$ cat src/design/lsf_pkg.sv
// Shared types and constants for the learning switch forwarding unit.
// No dependencies; every other design file refers to it by scoped names.
`default_nettype none

package lsf_pkg;

  localparam int unsigned TABLE_DEPTH = 16;
  localparam int unsigned MAX_PORTS   = 16;
  localparam int unsigned IDX_W       = $clog2(TABLE_DEPTH);
  localparam int unsigned FILL_W      = $clog2(TABLE_DEPTH + 1);
  localparam int unsigned PORT_W      = 4;
  localparam int unsigned ADDR_W      = 16;
  localparam int unsigned MASK_W      = 16;
  localparam int unsigned NUM_PORTS_W = 5;

  typedef logic [PORT_W-1:0]      port_t;
  typedef logic [ADDR_W-1:0]      addr_t;
  typedef logic [MASK_W-1:0]      mask_t;
  typedef logic [NUM_PORTS_W-1:0] num_ports_t;
  typedef logic [FILL_W-1:0]      fill_t;
  typedef logic [TABLE_DEPTH-1:0] hit_t;

  localparam num_ports_t NUM_PORTS_RESET = num_ports_t'(16);
  localparam num_ports_t MAX_PORTS_N     = num_ports_t'(MAX_PORTS);
  localparam fill_t      FILL_FULL       = fill_t'(TABLE_DEPTH);

  typedef enum logic [1:0] {
    ACT_FILTER  = 2'd0,
    ACT_FLOOD   = 2'd1,
    ACT_FORWARD = 2'd2
  } action_e;

  // Commands from the controller to the datapath
  typedef struct packed {
    logic capture;   // latch the accepted request
    logic learn;     // source learning step
    logic load_out;  // register the forwarding decision
  } cmd_t;

endpackage

`default_nettype wire

$ cat src/design/lsf_frame_if.sv
// Request channel: one frame header with valid/ready handshake.
// Depends on lsf_pkg.
`default_nettype none

interface lsf_frame_if;
  logic           valid;
  logic           ready;
  lsf_pkg::port_t ingress_port;
  lsf_pkg::addr_t dest_address;
  lsf_pkg::addr_t source_address;

  modport source (output valid, output ingress_port, output dest_address,
                  output source_address, input ready);
  modport sink   (input valid, input ingress_port, input dest_address,
                  input source_address, output ready);
endinterface

`default_nettype wire

$ cat src/design/lsf_result_if.sv
// Result channel: forwarding decision with valid/ready handshake.
// Depends on lsf_pkg.
`default_nettype none

interface lsf_result_if;
  logic           valid;
  logic           ready;
  logic [1:0]     action;
  lsf_pkg::port_t egress_port;
  lsf_pkg::mask_t flood_mask;
  logic           learn_dropped;

  modport source (output valid, output action, output egress_port, output flood_mask,
                  output learn_dropped, input ready);
  modport sink   (input valid, input action, input egress_port, input flood_mask,
                  input learn_dropped, output ready);
endinterface

`default_nettype wire

$ cat src/design/lsf_ctrl.sv
// Sequencing controller: accept, learn, decide, with the result register handshake.
// Depends on lsf_pkg.
`default_nettype none

module lsf_ctrl (
  input  wire logic          clk_i,
  input  wire logic          rst_ni,
  input  wire logic          in_valid_i,
  output      logic          in_ready_o,
  output      logic          out_valid_o,
  input  wire logic          out_ready_i,
  output      lsf_pkg::cmd_t cmd_o
);

  typedef enum logic [2:0] {
    S_IDLE   = 3'b001,
    S_LEARN  = 3'b010,
    S_DECIDE = 3'b100
  } state_e;

  state_e state_q, state_d;
  logic   out_valid_q, out_valid_d;
  logic   out_free;

  assign out_free = !out_valid_q || out_ready_i;

  always_comb begin
    state_d    = state_q;
    in_ready_o = 1'b0;
    cmd_o      = '0;
    unique case (state_q)
      S_IDLE: begin
        in_ready_o = 1'b1;
        if (in_valid_i) begin
          cmd_o.capture = 1'b1;
          state_d       = S_LEARN;
        end
      end
      S_LEARN: begin
        cmd_o.learn = 1'b1;
        state_d     = S_DECIDE;
      end
      S_DECIDE: begin
        // decision waits here until the result register can take it
        if (out_free) begin
          cmd_o.load_out = 1'b1;
          in_ready_o     = 1'b1;
          if (in_valid_i) begin
            cmd_o.capture = 1'b1;
            state_d       = S_LEARN;
          end else begin
            state_d = S_IDLE;
          end
        end
      end
      default: state_d = S_IDLE;
    endcase
  end

  always_comb begin
    out_valid_d = out_valid_q;
    if (cmd_o.load_out) begin
      out_valid_d = 1'b1;
    end else if (out_ready_i) begin
      out_valid_d = 1'b0;
    end
  end

  always_ff @(posedge clk_i or negedge rst_ni) begin
    if (!rst_ni) begin
      state_q     <= S_IDLE;
      out_valid_q <= 1'b0;
    end else begin
      state_q     <= state_d;
      out_valid_q <= out_valid_d;
    end
  end

  assign out_valid_o = out_valid_q;

endmodule

`default_nettype wire

$ cat src/design/lsf_datapath.sv
// Datapath: request latch, station table with parallel compare, decision and
// result registers, port count register. Depends on lsf_pkg.
`default_nettype none

module lsf_datapath (
  input  wire logic                  clk_i,
  input  wire logic                  rst_ni,
  input  wire lsf_pkg::cmd_t         cmd_i,
  input  wire logic                  cfg_we_i,
  input  wire lsf_pkg::num_ports_t   cfg_wdata_i,
  input  wire lsf_pkg::port_t        ingress_port_i,
  input  wire lsf_pkg::addr_t        dest_address_i,
  input  wire lsf_pkg::addr_t        source_address_i,
  output      logic [1:0]            action_o,
  output      lsf_pkg::port_t        egress_port_o,
  output      lsf_pkg::mask_t        flood_mask_o,
  output      logic                  learn_dropped_o
);

  // request latch
  lsf_pkg::port_t ing_q;
  lsf_pkg::addr_t dst_q, src_q;

  // station table
  lsf_pkg::hit_t  entry_valid_q;
  lsf_pkg::addr_t entry_addr_q [lsf_pkg::TABLE_DEPTH];
  lsf_pkg::port_t entry_port_q [lsf_pkg::TABLE_DEPTH];
  lsf_pkg::fill_t fill_q;
  logic           dropped_q;

  lsf_pkg::num_ports_t num_ports_q;

  // result register
  lsf_pkg::action_e action_q, action_d;
  lsf_pkg::port_t   egress_q, egress_d;
  lsf_pkg::mask_t   mask_q, mask_d;
  logic             res_dropped_q;

  lsf_pkg::hit_t       src_hit, dst_hit, pair_hit, first_oh;
  logic                table_full;
  lsf_pkg::num_ports_t n_flood;
  lsf_pkg::port_t      fwd_port;

  always_comb begin
    for (int i = 0; i < lsf_pkg::TABLE_DEPTH; i++) begin
      src_hit[i]  = entry_valid_q[i] && entry_addr_q[i] == src_q && entry_port_q[i] == ing_q;
      dst_hit[i]  = entry_valid_q[i] && entry_addr_q[i] == dst_q;
      pair_hit[i] = dst_hit[i] && entry_port_q[i] == ing_q;
    end
  end

  assign table_full = fill_q >= lsf_pkg::FILL_FULL;

  // lowest matching slot is the oldest entry
  assign first_oh = dst_hit & (~dst_hit + lsf_pkg::hit_t'(1));

  always_comb begin
    fwd_port = '0;
    for (int i = 0; i < lsf_pkg::TABLE_DEPTH; i++) begin
      fwd_port = fwd_port | (first_oh[i] ? entry_port_q[i] : lsf_pkg::port_t'(0));
    end
  end

  assign n_flood = (num_ports_q > lsf_pkg::MAX_PORTS_N) ? lsf_pkg::MAX_PORTS_N : num_ports_q;

  always_comb begin
    action_d = lsf_pkg::ACT_FILTER;
    egress_d = '0;
    mask_d   = '0;
    if (|pair_hit) begin
      action_d = lsf_pkg::ACT_FILTER;
    end else if (!(|dst_hit)) begin
      action_d = lsf_pkg::ACT_FLOOD;
      for (int i = 0; i < lsf_pkg::MASK_W; i++) begin
        mask_d[i] = (lsf_pkg::num_ports_t'(i) < n_flood) && (lsf_pkg::port_t'(i) != ing_q);
      end
    end else begin
      action_d = lsf_pkg::ACT_FORWARD;
      egress_d = fwd_port;
    end
  end

  always_ff @(posedge clk_i or negedge rst_ni) begin
    if (!rst_ni) begin
      entry_valid_q <= '0;
      fill_q        <= '0;
      num_ports_q   <= lsf_pkg::NUM_PORTS_RESET;
    end else begin
      if (cfg_we_i) begin
        num_ports_q <= cfg_wdata_i;
      end
      if (cmd_i.learn && !(|src_hit) && !table_full) begin
        entry_valid_q[fill_q[lsf_pkg::IDX_W-1:0]] <= 1'b1;
        fill_q <= fill_q + lsf_pkg::fill_t'(1);
      end
    end
  end

  always_ff @(posedge clk_i) begin
    if (cmd_i.capture) begin
      ing_q <= ingress_port_i;
      dst_q <= dest_address_i;
      src_q <= source_address_i;
    end
    if (cmd_i.learn) begin
      dropped_q <= !(|src_hit) && table_full;
      if (!(|src_hit) && !table_full) begin
        entry_addr_q[fill_q[lsf_pkg::IDX_W-1:0]] <= src_q;
        entry_port_q[fill_q[lsf_pkg::IDX_W-1:0]] <= ing_q;
      end
    end
    if (cmd_i.load_out) begin
      action_q      <= action_d;
      egress_q      <= egress_d;
      mask_q        <= mask_d;
      res_dropped_q <= dropped_q;
    end
  end

  assign action_o        = action_q;
  assign egress_port_o   = egress_q;
  assign flood_mask_o    = mask_q;
  assign learn_dropped_o = res_dropped_q;

endmodule

`default_nettype wire

$ cat src/design/learning_switch_forwarding_unit.sv
// Learning switch forwarding unit: takes one frame header request and returns one
// decision (filter, flood with port mask, or forward to the oldest learned port).
// Each request passes through the learn state, which writes the source pair into the
// 16-entry station table, and then the decide state, which compares the destination
// against the updated table and registers the decision; a new request is taken in
// the decide state as that decision is registered, once the result side is free.
// The table is cleared at reset and never evicts; when full, new pairs are
// dropped and flagged. num_ports (reset 16) should only be written while idle.
// Depends on lsf_pkg, lsf_frame_if, lsf_result_if, lsf_ctrl and lsf_datapath.
`default_nettype none

module learning_switch_forwarding_unit (
  input  wire logic                clk_i,
  input  wire logic                rst_ni,
  input  wire logic                cfg_we_i,
  input  wire lsf_pkg::num_ports_t cfg_wdata_i,
  lsf_frame_if.sink                frame_i,
  lsf_result_if.source             result_o
);

  lsf_pkg::cmd_t cmd;

  lsf_ctrl u_ctrl (
    .clk_i       (clk_i),
    .rst_ni      (rst_ni),
    .in_valid_i  (frame_i.valid),
    .in_ready_o  (frame_i.ready),
    .out_valid_o (result_o.valid),
    .out_ready_i (result_o.ready),
    .cmd_o       (cmd)
  );

  lsf_datapath u_datapath (
    .clk_i            (clk_i),
    .rst_ni           (rst_ni),
    .cmd_i            (cmd),
    .cfg_we_i         (cfg_we_i),
    .cfg_wdata_i      (cfg_wdata_i),
    .ingress_port_i   (frame_i.ingress_port),
    .dest_address_i   (frame_i.dest_address),
    .source_address_i (frame_i.source_address),
    .action_o         (result_o.action),
    .egress_port_o    (result_o.egress_port),
    .flood_mask_o     (result_o.flood_mask),
    .learn_dropped_o  (result_o.learn_dropped)
  );

endmodule

`default_nettype wire
$ cat src/flat_wrapper.sv
// flat-port wrapper written by rule: the top's interface ports become plain ports
module learning_switch_forwarding_unit_flat 
  (clk_i, rst_ni, cfg_we_i, cfg_wdata_i, frame_i_valid, frame_i_ingress_port, frame_i_dest_address, frame_i_source_address, frame_i_ready, result_o_valid, result_o_action, result_o_egress_port, result_o_flood_mask, result_o_learn_dropped, result_o_ready);
  lsf_frame_if frame_i_i ();
  lsf_result_if result_o_i ();
  input  wire logic clk_i;
  input  wire logic rst_ni;
  input  wire logic cfg_we_i;
  input  wire lsf_pkg::num_ports_t cfg_wdata_i;
  input wire logic [$bits(frame_i_i.valid)-1:0] frame_i_valid;
  input wire logic [$bits(frame_i_i.ingress_port)-1:0] frame_i_ingress_port;
  input wire logic [$bits(frame_i_i.dest_address)-1:0] frame_i_dest_address;
  input wire logic [$bits(frame_i_i.source_address)-1:0] frame_i_source_address;
  output wire logic [$bits(frame_i_i.ready)-1:0] frame_i_ready;
  output wire logic [$bits(result_o_i.valid)-1:0] result_o_valid;
  output wire logic [$bits(result_o_i.action)-1:0] result_o_action;
  output wire logic [$bits(result_o_i.egress_port)-1:0] result_o_egress_port;
  output wire logic [$bits(result_o_i.flood_mask)-1:0] result_o_flood_mask;
  output wire logic [$bits(result_o_i.learn_dropped)-1:0] result_o_learn_dropped;
  input wire logic [$bits(result_o_i.ready)-1:0] result_o_ready;
  assign frame_i_i.valid = frame_i_valid;
  assign frame_i_i.ingress_port = frame_i_ingress_port;
  assign frame_i_i.dest_address = frame_i_dest_address;
  assign frame_i_i.source_address = frame_i_source_address;
  assign frame_i_ready = frame_i_i.ready;
  assign result_o_valid = result_o_i.valid;
  assign result_o_action = result_o_i.action;
  assign result_o_egress_port = result_o_i.egress_port;
  assign result_o_flood_mask = result_o_i.flood_mask;
  assign result_o_learn_dropped = result_o_i.learn_dropped;
  assign result_o_i.ready = result_o_ready;
  learning_switch_forwarding_unit u_core (.clk_i(clk_i), .rst_ni(rst_ni), .cfg_we_i(cfg_we_i), .cfg_wdata_i(cfg_wdata_i), .frame_i(frame_i_i), .result_o(result_o_i));
endmodule
$ cat config.mk
export PLATFORM = sky130hd
export DESIGN_NAME = learning_switch_forwarding_unit_flat
export DESIGN_NICKNAME = d
export VERILOG_FILES = /design/src/design/lsf_pkg.sv /design/src/design/lsf_frame_if.sv /design/src/design/lsf_result_if.sv /design/src/design/lsf_ctrl.sv /design/src/design/lsf_datapath.sv /design/src/design/learning_switch_forwarding_unit.sv /design/src/flat_wrapper.sv
export SDC_FILE = /design/constraint.sdc
export NUM_CORES = 1
export LEC_CHECK = 0
export ABC_CLOCK_PERIOD_IN_PS = 6200
export BUFFER_PORTS_ARGS = -buffer_cell sky130_fd_sc_hd__buf_2
export CORE_ASPECT_RATIO = 2
export CORE_MARGIN = 1.5
export CORE_UTILIZATION = 55
export DETAILED_ROUTE_END_ITERATION = 8
export GPL_ROUTABILITY_DRIVEN = 0
export PLACE_DENSITY = 0.83
export SYNTH_ARGS = -nofsm -noshare
export SYNTH_HDL_FRONTEND = slang
export SYNTH_SLANG_ARGS = --single-unit
export TNS_END_PERCENT = 100
$ cat constraint.sdc
create_clock -name clk_i -period 6.2 [get_ports clk_i]
set_input_delay 0 -clock clk_i [delete_from_list [all_inputs] [get_ports clk_i]]
set_output_delay 0 -clock clk_i [all_outputs]
set_load 0.1 [all_outputs]
== Yosys cells after proc, flatten, opt, wreduce, memory -nomap -nowiden ==
Memories as Yosys holds them, arrays and structs flattened.
Cells that the tools add are included.
Cells by class
  add/subtract/negate cells: 2
  $lt $le $gt $ge: 20
  equal/unequal tests: 68
  mux-type cells: 36
  bitwise logic cells: 19
  reductions and logical operators: 97
Operators with widths (number)
  $eq A16 B16 Y1: 32
  $logic_and A1 B1 Y1: 85
  $eq A4 B4 Y1: 16
  $mux W4: 16
  $or A4 B4 Y4: 15
  $reduce_or A16 Y1: 3
  $lt A4 B5 Y1 const A: 8
  $ne A4 B4 Y1 const A: 8
  $reduce_or A32 Y1: 1
  $lt A3 B5 Y1 const A: 4
  $reduce_or A17 Y1: 1
  $add A16 B1 Y16 const B: 1
  $and A16 B16 Y16: 1
  $ne A3 B4 Y1 const A: 4
  $not A16 Y16: 1
  $or A16 B16 Y16: 1
  $mux W1: 11
  $lt A1 B5 Y1 const A: 2
  $lt A2 B5 Y1 const A: 2
  $pmux W3 S3: 1
  $ne A2 B4 Y1 const A: 2
  $mux W3: 2
  $add A5 B1 Y5 const B: 1
  $ge A5 B5 Y1 const B: 1
  18 further kinds: 23
Storage, ports and cells
  register bits: 90
  RAM bits: 320
  input port bits: 46
  word-level logic and storage cells: 257
  memories: 2
Memory list
  u_core.u_datapath.entry_addr_q: words 16, bits a word 16, read ports 16, clocked after Yosys merged registers in 0, write ports 1, RTL line lsf_datapath.sv:26  | lsf_pkg::addr_t entry_addr_q [lsf_pkg::TABLE_DEPTH];
  u_core.u_datapath.entry_port_q: words 16, bits a word 4, read ports 16, clocked after Yosys merged registers in 0, write ports 1, RTL line lsf_datapath.sv:27  | lsf_pkg::port_t entry_port_q [lsf_pkg::TABLE_DEPTH];

== Depth between registers and ports, before layout ==
An unclocked memory read counts as a cell.
  depth after elaboration: 22
  gate-level depth with buffers: 12

== Hierarchy ==
From an unflattened synthesis, not the netlist that was laid out.
Second synthesis, totals
  cell total of the unflattened synthesis: 1567
  area total of the unflattened synthesis: 21038.9 sq um
Modules (own cells, without submodules)
  lsf_datapath: times used 1, cells each 1543, area each 20820.0 sq um, sequential area each 12062.8 sq um
  lsf_ctrl: times used 1, cells each 24, area each 219.0 sq um, sequential area each 101.3 sq um

== Least setup slack after synthesis ==
No wires, ideal clock.
  path type: register to register
  start point: register u_core.u_ctrl.out_valid_q (netlist: u_core.u_ctrl.out_valid_o)
  end point: register u_core.u_datapath.dst_q[0] (enable)
  setup time: 0.396 ns
  arrival: 3.610 ns
  required time: 5.804 ns
  slack: 2.194 ns
  stages on the path, launching flop included: 6
  buffers on the path: 0
  path through: dfrtp_1 nand2b_1 nand2_1 mux2_2 nor2_1 and2_1
RTL lines
  start, declared: RTL line lsf_ctrl.sv:22  | logic out_valid_q, out_valid_d;
  start signal, assigned: RTL line lsf_ctrl.sv:75  | out_valid_q <= out_valid_d;
  end signal, assigned: RTL line lsf_datapath.sv:102  | dst_q <= dest_address_i;
  end, declared: RTL line lsf_datapath.sv:22  | lsf_pkg::addr_t dst_q, src_q;

== Worst setup path after layout ==
  start point: register u_core.u_datapath.dst_q[12]
  end point: register u_core.u_datapath.egress_q[0] (netlist: u_core.u_datapath.egress_port_o[0]) (data pin)
On the way
  word-level cells in the longest chain between the ends: 21
  elaborated cells on any way between the ends: 85
  classes of those cells: add/sub (1); eq/ne (16); mux (16); bitwise (18); reduce/logical (34)
RTL lines
  $eq A16 B16 Y1: RTL line lsf_datapath.sv:47  | dst_hit[i] = entry_valid_q[i] && entry_addr_q[i] == dst_q;
  $logic_and A1 B1 Y1: RTL line lsf_datapath.sv:47
  $not A16 Y16: RTL line lsf_datapath.sv:55  | assign first_oh = dst_hit & (~dst_hit + lsf_pkg::hit_t'(1));
  $add A16 B1 Y16: RTL line lsf_datapath.sv:55
  $and A16 B16 Y16: RTL line lsf_datapath.sv:55
  $mux W4: RTL line lsf_datapath.sv:60  | fwd_port = fwd_port | (first_oh[i] ? entry_port_q[i] : lsf_pkg::port_t'(0));
  $or A4 B4 Y4 (15 in series): RTL line lsf_datapath.sv:60
  end signal, assigned: RTL line lsf_datapath.sv:114  | egress_q <= egress_d;
  end, declared: RTL line lsf_datapath.sv:35  | lsf_pkg::port_t egress_q, egress_d;
Several ways; a longest one is shown, not always the timed one.
A chain may end at the register's enable or synchronous reset.

==> results.md <==
- Syn_nets: 1615
- Fmax: 216.0 MHz
- Overall Power: 7.743 mW
- PD cells: 332.1 nW/um^2
- DR iter-0 viols: 1409
- Fin. max-slew vios: 0
- Synth Instances: 1565
- Top-count cell post-synth: xnor2_1
- H-tree Lvls: 2
- Dpl ws: 1.801 ns
- Final core occ: 0.6275
- Leakage power figure: 7.352 nW
- Final setup margin: 1.571 ns
- Inst Count DP: 2073
- Global-route wire length before repair: 88730 um
- Antenna violations before repair: 0
- Post-route cell area: 23320 um^2
- Row Count: 100
- Number of CTS-inserted buffers: 37
- Max Buffers Root-to-Sink: 3
- Number of global-route vias before repair: 14390
- HP Class: primary input to async pin
- Die X-Extent: 140.4 um
- Drt total wl: 60300 um
- Min cycle time layout: 4.629 ns
- Setup TNS: 0 ns
- Clk sinks: 410
- Largest area contributor in the netlist: edfxtp_1
- Initial Util: 0.5585
- GRT Residual Overflow: 0
- Pre-Repair DR Iteration Count: 7
- GRT busiest layer: met2
- Clock-pin slew on the worst setup and hold paths: 0.07 ns
- Crit path max fanout: 18
- Remaining DRCs: 0
- Outcome: finished, final reports clean
- #FFs+latches synth: 410
- Final hold slack: 0.06345 ns
- Io pins: 71
- Vias: 13884
- CTS tree: done
- Wire per inst: 27.55 um
- CP Capture Type: flop
- Via/cell ratio: 6.343
- Largest net degree at the start of global routing: 37
- Critical path required time: 6.59 ns
- Setup-failing EPs final: 0
- Top cells by count, synth: 467 x xnor2_1, 380 x edfxtp_1, 112 x xor2_1, 110 x nand4_1, 72 x nand2_1
- Mean post-synth cell area: 13.26 um^2
- Worst-Skew Late Latency: 0.56 ns
- Area share of the largest cell type after synthesis: 0.5498
- Count of cell types in the netlist: 59
- Port bufs: 70
- Ant. Diodes: 0
- Layout Nets: 1752
- RSZ-0062 raised after global routing: false
- GRT met2 Usage: 0.5339
- Synth Flop Type: edfxtp_1
- Synth top area cells: edfxtp_1 55%, xnor2_1 20%, xor2_1 4.7%, dfrtp_1 3.4%, nand4_1 3.3%
- Critical path class: flop to flop
- Hpwl dp: 41660 um
- Overall routing resource usage: 0.3149
- Die area: 38980 um^2
- Post-DRT Antenna Nets: 0
- Number of synthesized flops with an enable pin: 380
- Slew headroom: 0.1765
- Finished Layout Cells: 2189
- Skew final: 0.03305 ns
- Post-synthesis sequential area ratio: 0.5861
- Clk root buf: clkbuf_16
- Placeable Area: 37160 um^2
- Worst Tran Pin Value: 1.235 ns
- Share of layout cells above drive strength 1: 0.1260
- Met3 Usage GRT: 0.05282
- Worst VDD drop: 0.0001776 V
- Mapped Area: 20750 um^2
- Maximum capacitance violations: 0
- Ys async rst share: 0.07317
- Worst Setup Start Kind: flop
- Final hold violations: 0
- Post-placement cell area: 21660 um^2
- Crit path arrival time: 5.02 ns
- Layout area overhead: 12.37%
- Met1 Use GR: 0.3277
- Crit share post-route: 0.7466
- YS warnings: 0
- Die Span Y: 277.7 um
[placed cells by master, fill, tap and decap left out, drive strengths merged, types with 7 or more instances in the layout]
cell type / netlist / final
nor2: 50 / 50
nor3: 23 / 23
o21ai: 7 / 7
clkinv: 0 / 12
xnor2: 467 / 467
clkbuf: 5 / 44
o221ai: 9 / 9
inv: 7 / 9
mux2: 10 / 10
a22oi: 7 / 7
buf: 81 / 135
nor4: 54 / 54
nand2: 72 / 72
o32ai: 7 / 7
nand3: 30 / 30
dlygate4sd3: 0 / 49
nand2b: 7 / 7
edfxtp: 380 / 380
xor2: 112 / 112
o21bai: 16 / 16
a41oi: 8 / 8
nand4: 111 / 111
dfrtp: 28 / 28
[registers in the layout (all words and copies together), names as in the netlist, 5 cells and up]
name,cells
u_core.u_datapath.flood_mask_o,16
u_core.u_datapath.entry_valid_q,16
u_core.u_datapath.dst_q,16
u_core.u_datapath.num_ports_q,5
u_core.u_datapath.entry_addr_q,256
u_core.u_datapath.src_q,16
u_core.u_datapath.entry_port_q,64
u_core.u_datapath.fill_q,5
[metal layers]
metal  vias up  share of wire
li1       5920              -
met1      6768           0.31
met2       870           0.49
met3       326          0.081
met4         0           0.11
met5         -              0
[final cells by class]
class | count | area (um^2)
Fill cell | 2679 | 13840
Timing Repair Buffer | 184 | 1329
Sequential cell | 410 | 12160
Tap cell | 459 | 574.3
Clock buffer | 44 | 952.2
Multi-Input combinational cell | 1062 | 8060
Clock inverter | 23 | 214.0
Inverter | 7 | 26.28
[cell families (layout without fill, tap and decap cells)]
group	after synthesis	after routing	synth area share
simple gates	378	378	0.1002
flops	410	410	0.5861
mux	14	14	0.008079
xor+xnor	579	579	0.2443
compound gates	87	87	0.03274
fa+ha+maj	4	4	0.002412
buf+inv	93	258	0.02611
[where the power goes]
part	switching [mW]	internal [mW]
Clock	1.05	1.24
Sequential	0.381	3.32
Combinational	1.07	0.691
[critical path, cell delays in order (launching register included)]
cell	delay, ns
edfxtp_1	1.16
buf_4	0.36
xnor2_1	0.14
nand4_1	0.12
nor4_2	0.80
a32oi_1	0.30
nand4_2	0.37
or3_1	0.56
and4b_1	0.43
o41a_1	0.22
[worst paths after layout]
check,from,end,slack [ns],cells past startpoint
min reg2reg,u_core.u_datapath.dropped_q,u_core.u_datapath.learn_dropped_o,0.45,0
min,rst_ni,u_core.u_ctrl.out_valid_o,0.06,2
max in group asynchronous,rst_ni,u_core.u_datapath.entry_valid_q[9],5.61,2
min in group clk_i,frame_i_dest_address[9],u_core.u_datapath.dst_q[9],0.15,2
max reg2reg,u_core.u_datapath.dst_q[12],u_core.u_datapath.egress_port_o[0],1.57,9
max,u_core.u_datapath.dst_q[12],u_core.u_datapath.egress_port_o[0],1.57,9
[what timing repair did]
item,CTS,global route
hold endpoints to repair,75,0
buffers inserted,0,0
hold buffers,49,0
resized for setup,0,0
Note: power is estimated with default switching activity, not from simulation.
